==> config.mk <==
export PLATFORM = sky130hd
export DESIGN_NAME = lphs_mod
export DESIGN_NICKNAME = d
export VERILOG_FILES = /design/src/lphs_pkg.sv /design/src/lphs_mod.sv
export SDC_FILE = /design/constraint.sdc
export NUM_CORES = 1
export LEC_CHECK = 0
export BUFFER_PORTS_ARGS = -buffer_cell sky130_fd_sc_hd__clkbuf_2
export CORE_ASPECT_RATIO = 0.9
export CORE_MARGIN = 2
export CORE_UTILIZATION = 50
export CTS_BUF_LIST = sky130_fd_sc_hd__clkbuf_8 sky130_fd_sc_hd__clkbuf_16
export DETAILED_ROUTE_END_ITERATION = 10
export PLACE_DENSITY = 0.8
export RECOVER_POWER = 25
export SLEW_MARGIN = 15
export SYNTH_ARGS = -nofsm -noshare
export SYNTH_HDL_FRONTEND = slang
export SYNTH_SLANG_ARGS = --single-unit
==> constraint.sdc <==
create_clock -name aclk -period 10.2 [get_ports aclk]
set_input_delay 2.04 -clock aclk [delete_from_list [all_inputs] [get_ports aclk]]
set_output_delay 2.04 -clock aclk [all_outputs]
set_load 0.02 [all_outputs]
==> src/lphs_pkg.sv <==
// Shared types and constants for the linear-probing hash set unit.
package lphs_pkg;

    // Field widths of the transaction and configuration ports.
    localparam int unsigned KEY_W  = 31;
    localparam int unsigned SLOT_W = 10;
    localparam int unsigned CFG_W  = 11;
    localparam int unsigned MODE_W = 2;

    // Default table depth and reset value of the table size register.
    localparam int unsigned DEF_SLOT_COUNT = 1024;
    localparam logic [CFG_W-1:0] TABLE_SIZE_RST = 11'd1021;

    // Remainder unit: key bits retired per cycle.
    localparam int unsigned DIV_STEPS = 4;

    // Operation codes.
    localparam logic [MODE_W-1:0] MODE_FIND   = 2'd0;
    localparam logic [MODE_W-1:0] MODE_ADD    = 2'd1;
    localparam logic [MODE_W-1:0] MODE_REMOVE = 2'd2;
    localparam logic [MODE_W-1:0] MODE_CLEAR  = 2'd3;

    // Sequencer states, one-hot.
    typedef enum logic [4:0] {
        S_CLEAR = 5'b00001,
        S_IDLE  = 5'b00010,
        S_DIV   = 5'b00100,
        S_PROBE = 5'b01000,
        S_DONE  = 5'b10000
    } state_t;

endpackage

==> src/lphs_mod.sv <==
// Multi-cycle remainder unit: key modulo table size, several bits per cycle.
module lphs_mod #(
    parameter int unsigned SW = 11
) (
    input  logic                       aclk,
    input  logic                       aresetn,
    input  logic                       start,
    input  logic [lphs_pkg::KEY_W-1:0] dividend,
    input  logic [SW-1:0]              divisor,
    output logic                       done,
    output logic [SW-1:0]              remainder
);
    import lphs_pkg::*;

    localparam int unsigned DIV_CYCLES = (KEY_W + DIV_STEPS - 1) / DIV_STEPS;
    localparam int unsigned PAD_W = DIV_CYCLES * DIV_STEPS;
    localparam int unsigned CW = (DIV_CYCLES > 1) ? $clog2(DIV_CYCLES) : 1;

    logic             busy_reg;
    logic             done_reg;
    logic [CW-1:0]    cnt_reg;
    logic [PAD_W-1:0] quo_reg;
    logic [SW-1:0]    rem_reg;
    logic [SW-1:0]    div_reg;
    logic [SW:0]      step_r;
    logic [SW-1:0]    rem_next;

    // Restoring remainder steps for the top bits of the shifted dividend.
    always_comb begin
        step_r = {1'b0, rem_reg};
        for (int k = 0; k < DIV_STEPS; k++) begin
            step_r = {step_r[SW-1:0], quo_reg[PAD_W-1-k]};
            if (step_r >= {1'b0, div_reg}) begin
                step_r = step_r - {1'b0, div_reg};
            end
        end
        rem_next = step_r[SW-1:0];
    end

    // Control: busy while bits remain, done pulses once the remainder is final.
    always_ff @(posedge aclk) begin
        if (!aresetn) begin
            busy_reg <= 1'b0;
            done_reg <= 1'b0;
            cnt_reg  <= '0;
        end else begin
            done_reg <= 1'b0;
            if (start) begin
                busy_reg <= 1'b1;
                cnt_reg  <= '0;
            end else if (busy_reg) begin
                cnt_reg <= cnt_reg + CW'(1);
                if (cnt_reg == CW'(DIV_CYCLES - 1)) begin
                    busy_reg <= 1'b0;
                    done_reg <= 1'b1;
                end
            end
        end
    end

    // Datapath registers.
    always_ff @(posedge aclk) begin
        if (start) begin
            quo_reg <= {{(PAD_W - KEY_W){1'b0}}, dividend};
            rem_reg <= '0;
            div_reg <= divisor;
        end else if (busy_reg) begin
            quo_reg <= quo_reg << DIV_STEPS;
            rem_reg <= rem_next;
        end
    end

    assign done      = done_reg;
    assign remainder = rem_reg;

endmodule

==> summary.json <==
{
  "status": "finished with violations",
  "violations": "max-capacitance violations, max-slew violations",
  "area.sequential_mm2": 0.00160,
  "critical_path.endpoint_type": "register",
  "cts_made_buffers": 9,
  "cts_hold_repair.buffers": 0,
  "async_reset_ff_share_pct": 0,
  "min_from": "cnt_reg[2]$_SDFFE_PP0P_",
  "worst_r2r_endpoint": "remainder[4]$_SDFFE_PP0P_",
  "worst_slew_pin_slew_ps": 2690,
  "core-area_mm2": 0.00970,
  "maxCapViolCount": 1,
  "normalized_max_slew_margin_pct": -79.2,
  "ff2ff_setup_slack_ps": 1000,
  "min_period_ps": 9200,
  "gp_congestion": 0.975,
  "dieWidth_um": 110,
  "die_area_mm2": 0.0108,
  "synth-main-ff-cell": "sky130_fd_sc_hd__edfxtp_1",
  "delay_contributed_by_the_slowest_stage_of_the_critical_path_ps": 570,
  "worstHoldPathCells": 2,
  "synth-seq-area-share_pct": 31.9,
  "grt_max_degree": 58,
  "postLayoutCoreUtil_pct": 57.7,
  "worst_clock_skew_ps": 8.40,
  "most_frequent_standard_cell_in_the_layout_excluding_fill_and_tap_cells": "sky130_fd_sc_hd__clkbuf_2",
  "finalHoldViolCount": 0,
  "drive_above_1_share_pct": 24.9,
  "final_cells": 696,
  "synth.top_cells.by_area": "sky130_fd_sc_hd__edfxtp_1 25%, sky130_fd_sc_hd__ha_1 11%, sky130_fd_sc_hd__mux2_2 8.1%, sky130_fd_sc_hd__dfxtp_1 6.8%, sky130_fd_sc_hd__nor2_1 3.5%",
  "cp_data_required_time_ps": 10290,
  "synth_top_cell_by_area": "sky130_fd_sc_hd__edfxtp_1",
  "place_area_mm2": 0.00539,
  "synth_top_area_share_pct": 25.2,
  "dr_total_vias": 4145,
  "layout.nets": 660,
  "highest_fanout_seen_on_the_critical_path": 13,
  "number_of_top_level_design_ports": 57,
  "dp_hpwl_um": 10000,
  "grt_antenna_before_repair": 0,
  "drt_wl_cell_um": 18.4,
  "vias_in_the_first_global_route": 4084,
  "postSynthNetCount": 604,
  "cts.path.max_buffers": 2,
  "cts_resized": 0,
  "number_of_levels_in_the_clock_h_tree": 3,
  "std_cell_rows": 34,
  "fin_area_mm2": 0.00560,
  "timing.fmax_mhz": 109,
  "dieHeight_um": 99.0,
  "globalRouteTotalUtil_pct": 24.9,
  "total_global_routing_overflow": 0,
  "largest_register_ffs": 32,
  "rsz0062_at_grt": "no",
  "dp_cells": 680,
  "drt_first_pass_iters": 5,
  "drv_slew": 58,
  "ys_seq_elements": 59,
  "io_buffer_count": 56,
  "vias_per_cell": 5.96,
  "dr.first_iter.drc_count": 327,
  "synth_enable_flop_cells": 42,
  "slowest_stage": "sky130_fd_sc_hd__nor2_2",
  "filler_cell_count": 842,
  "critical-path-top-cell-by-count": "sky130_fd_sc_hd__a211oi_1",
  "grt_first_pass_wirelength_um": 20500,
  "cts_clk_pin_slew_worst_paths_ps": 70,
  "syn-cell-area_mm2": 0.00501,
  "finalSetupTns_ps": 0,
  "worstSetupStartpointType": "register",
  "clk-insertion-delay-late_ps": 340,
  "layout.cells.most_common_list": "55 x sky130_fd_sc_hd__clkbuf_2, 47 x sky130_fd_sc_hd__nor2_1, 46 x sky130_fd_sc_hd__ha_1",
  "timing.reg2reg.worst_path_depth": 34,
  "antenna_violating_nets_post_route": 0,
  "synth_warnings": 0,
  "numClockSinks": 59,
  "launch_instance_of_the_worst_register_to_register_path": "div_reg[0]$_DFFE_PP_",
  "timing.hold.worst_endpoint": "cnt_reg[2]$_SDFFE_PP0P_",
  "antenna_cells_inserted": 0,
  "timing.hold.worst.class": "register to register",
  "syn_avg_cell_area_um2": 9.85,
  "multi_input_comb_area_mm2": 0.00323,
  "cts_tree": "done",
  "report.final.setup_viol": 0,
  "synth_cells": 509,
  "ctsRootBufferMaster": "sky130_fd_sc_hd__clkbuf_8",
  "floorplan.initialDensity_pct": 51.7,
  "routed_wirelength_um": 12800,
  "ys_types": 74,
  "postcts_setup_bufs": 0,
  "drc": 0,
  "critical_path_arrival_ps": 9290,
  "criticalPathCategory": "register to register",
  "area.growth.synth_to_final_pct": 11.7,
  "finalCritPeriodShare_pct": 90.2
}
==> worst max path at each step <==
stage | start | end | slack [ps] | depth (start not counted)
2_1_floorplan | remainder[0]$_SDFFE_PP0P_ | remainder[4]$_SDFFE_PP0P_ | 2450 | 35
3_3_place_gp | div_reg[0]$_DFFE_PP_ | remainder[0]$_SDFFE_PP0P_ | 1420 | 32
3_5_place_dp | div_reg[0]$_DFFE_PP_ | remainder[4]$_SDFFE_PP0P_ | 1300 | 34
4_1_cts | div_reg[0]$_DFFE_PP_ | remainder[4]$_SDFFE_PP0P_ | 1260 | 34
5_1_grt | div_reg[5]$_DFFE_PP_ | remainder[4]$_SDFFE_PP0P_ | 250 | 33
6_report | div_reg[0]$_DFFE_PP_ | remainder[4]$_SDFFE_PP0P_ | 1000 | 34
==> Yosys cell counts (10+ instances only) <==
library cell               instances
sky130_fd_sc_hd__nor3_1           13
sky130_fd_sc_hd__mux2i_1          14
sky130_fd_sc_hd__edfxtp_1         42
sky130_fd_sc_hd__o21ai_0          13
sky130_fd_sc_hd__nand2_1          34
sky130_fd_sc_hd__nor2b_1          15
sky130_fd_sc_hd__dfxtp_1          17
sky130_fd_sc_hd__ha_1             46
sky130_fd_sc_hd__a21oi_1          28
sky130_fd_sc_hd__a211oi_1         12
sky130_fd_sc_hd__o21a_1           10
sky130_fd_sc_hd__nor2_1           47
sky130_fd_sc_hd__xnor2_1          20
sky130_fd_sc_hd__inv_1            29
sky130_fd_sc_hd__mux2_2           36
==> critical path, delay by kind of cell (launching register included) <==
| kind | cells | cell delay [ps] |
|---|---|---|
| multiplexers | 2 | 550 |
| buffers and inverters | 1 | 90 |
| flip-flops | 1 | 460 |
| adder cells (fa/ha/maj) | 5 | 1970 |
| AND/OR/NAND/NOR | 7 | 1390 |
| AO/OA/AOI/OAI | 19 | 4480 |
==> final cells by class <==
| class | count | share of cell area, % |
|---|---|---|
| multi-input cells | 409 | 57.7 |
| flip-flops and latches | 59 | 28.6 |
| repair buffers | 57 | 5.05 |
| clock buffers | 12 | 3.35 |
| well taps | 126 | 2.82 |
| inverters | 29 | 1.94 |
| clock inverters | 4 | 0.514 |
==> cells by family after synthesis <==
logic type | count (synthesis) | synth area share [%]
simple gates | 155 | 15.2
compound gates | 122 | 18.7
flops | 59 | 31.9
mux | 57 | 13.1
fa+ha+maj | 50 | 13.1
buf+inv | 41 | 3.59
xor+xnor | 25 | 4.37
==> per-layer routing <==
layer	vias to the layer above	routed length [um]	GRT usage, %
li1	2009	-	-
met1	1927	5860	35.3
met2	180	5720	37.2
met3	29	917	5.82
met4	0	272	8.57
met5	-	0	0
==> stage by stage <==
step / worst slack (ps) / hold slack, ps
after CTS: 1260 / 516
after floorplan: 2450 / 457
final: 1000 / 509
after detailed placement: 1300 / 495
after global placement: 1420 / 480
after global routing: 248 / 549
Power is not shown: default switching activity piles up to over one toggle a cycle in this logic, so the estimate is an artifact.
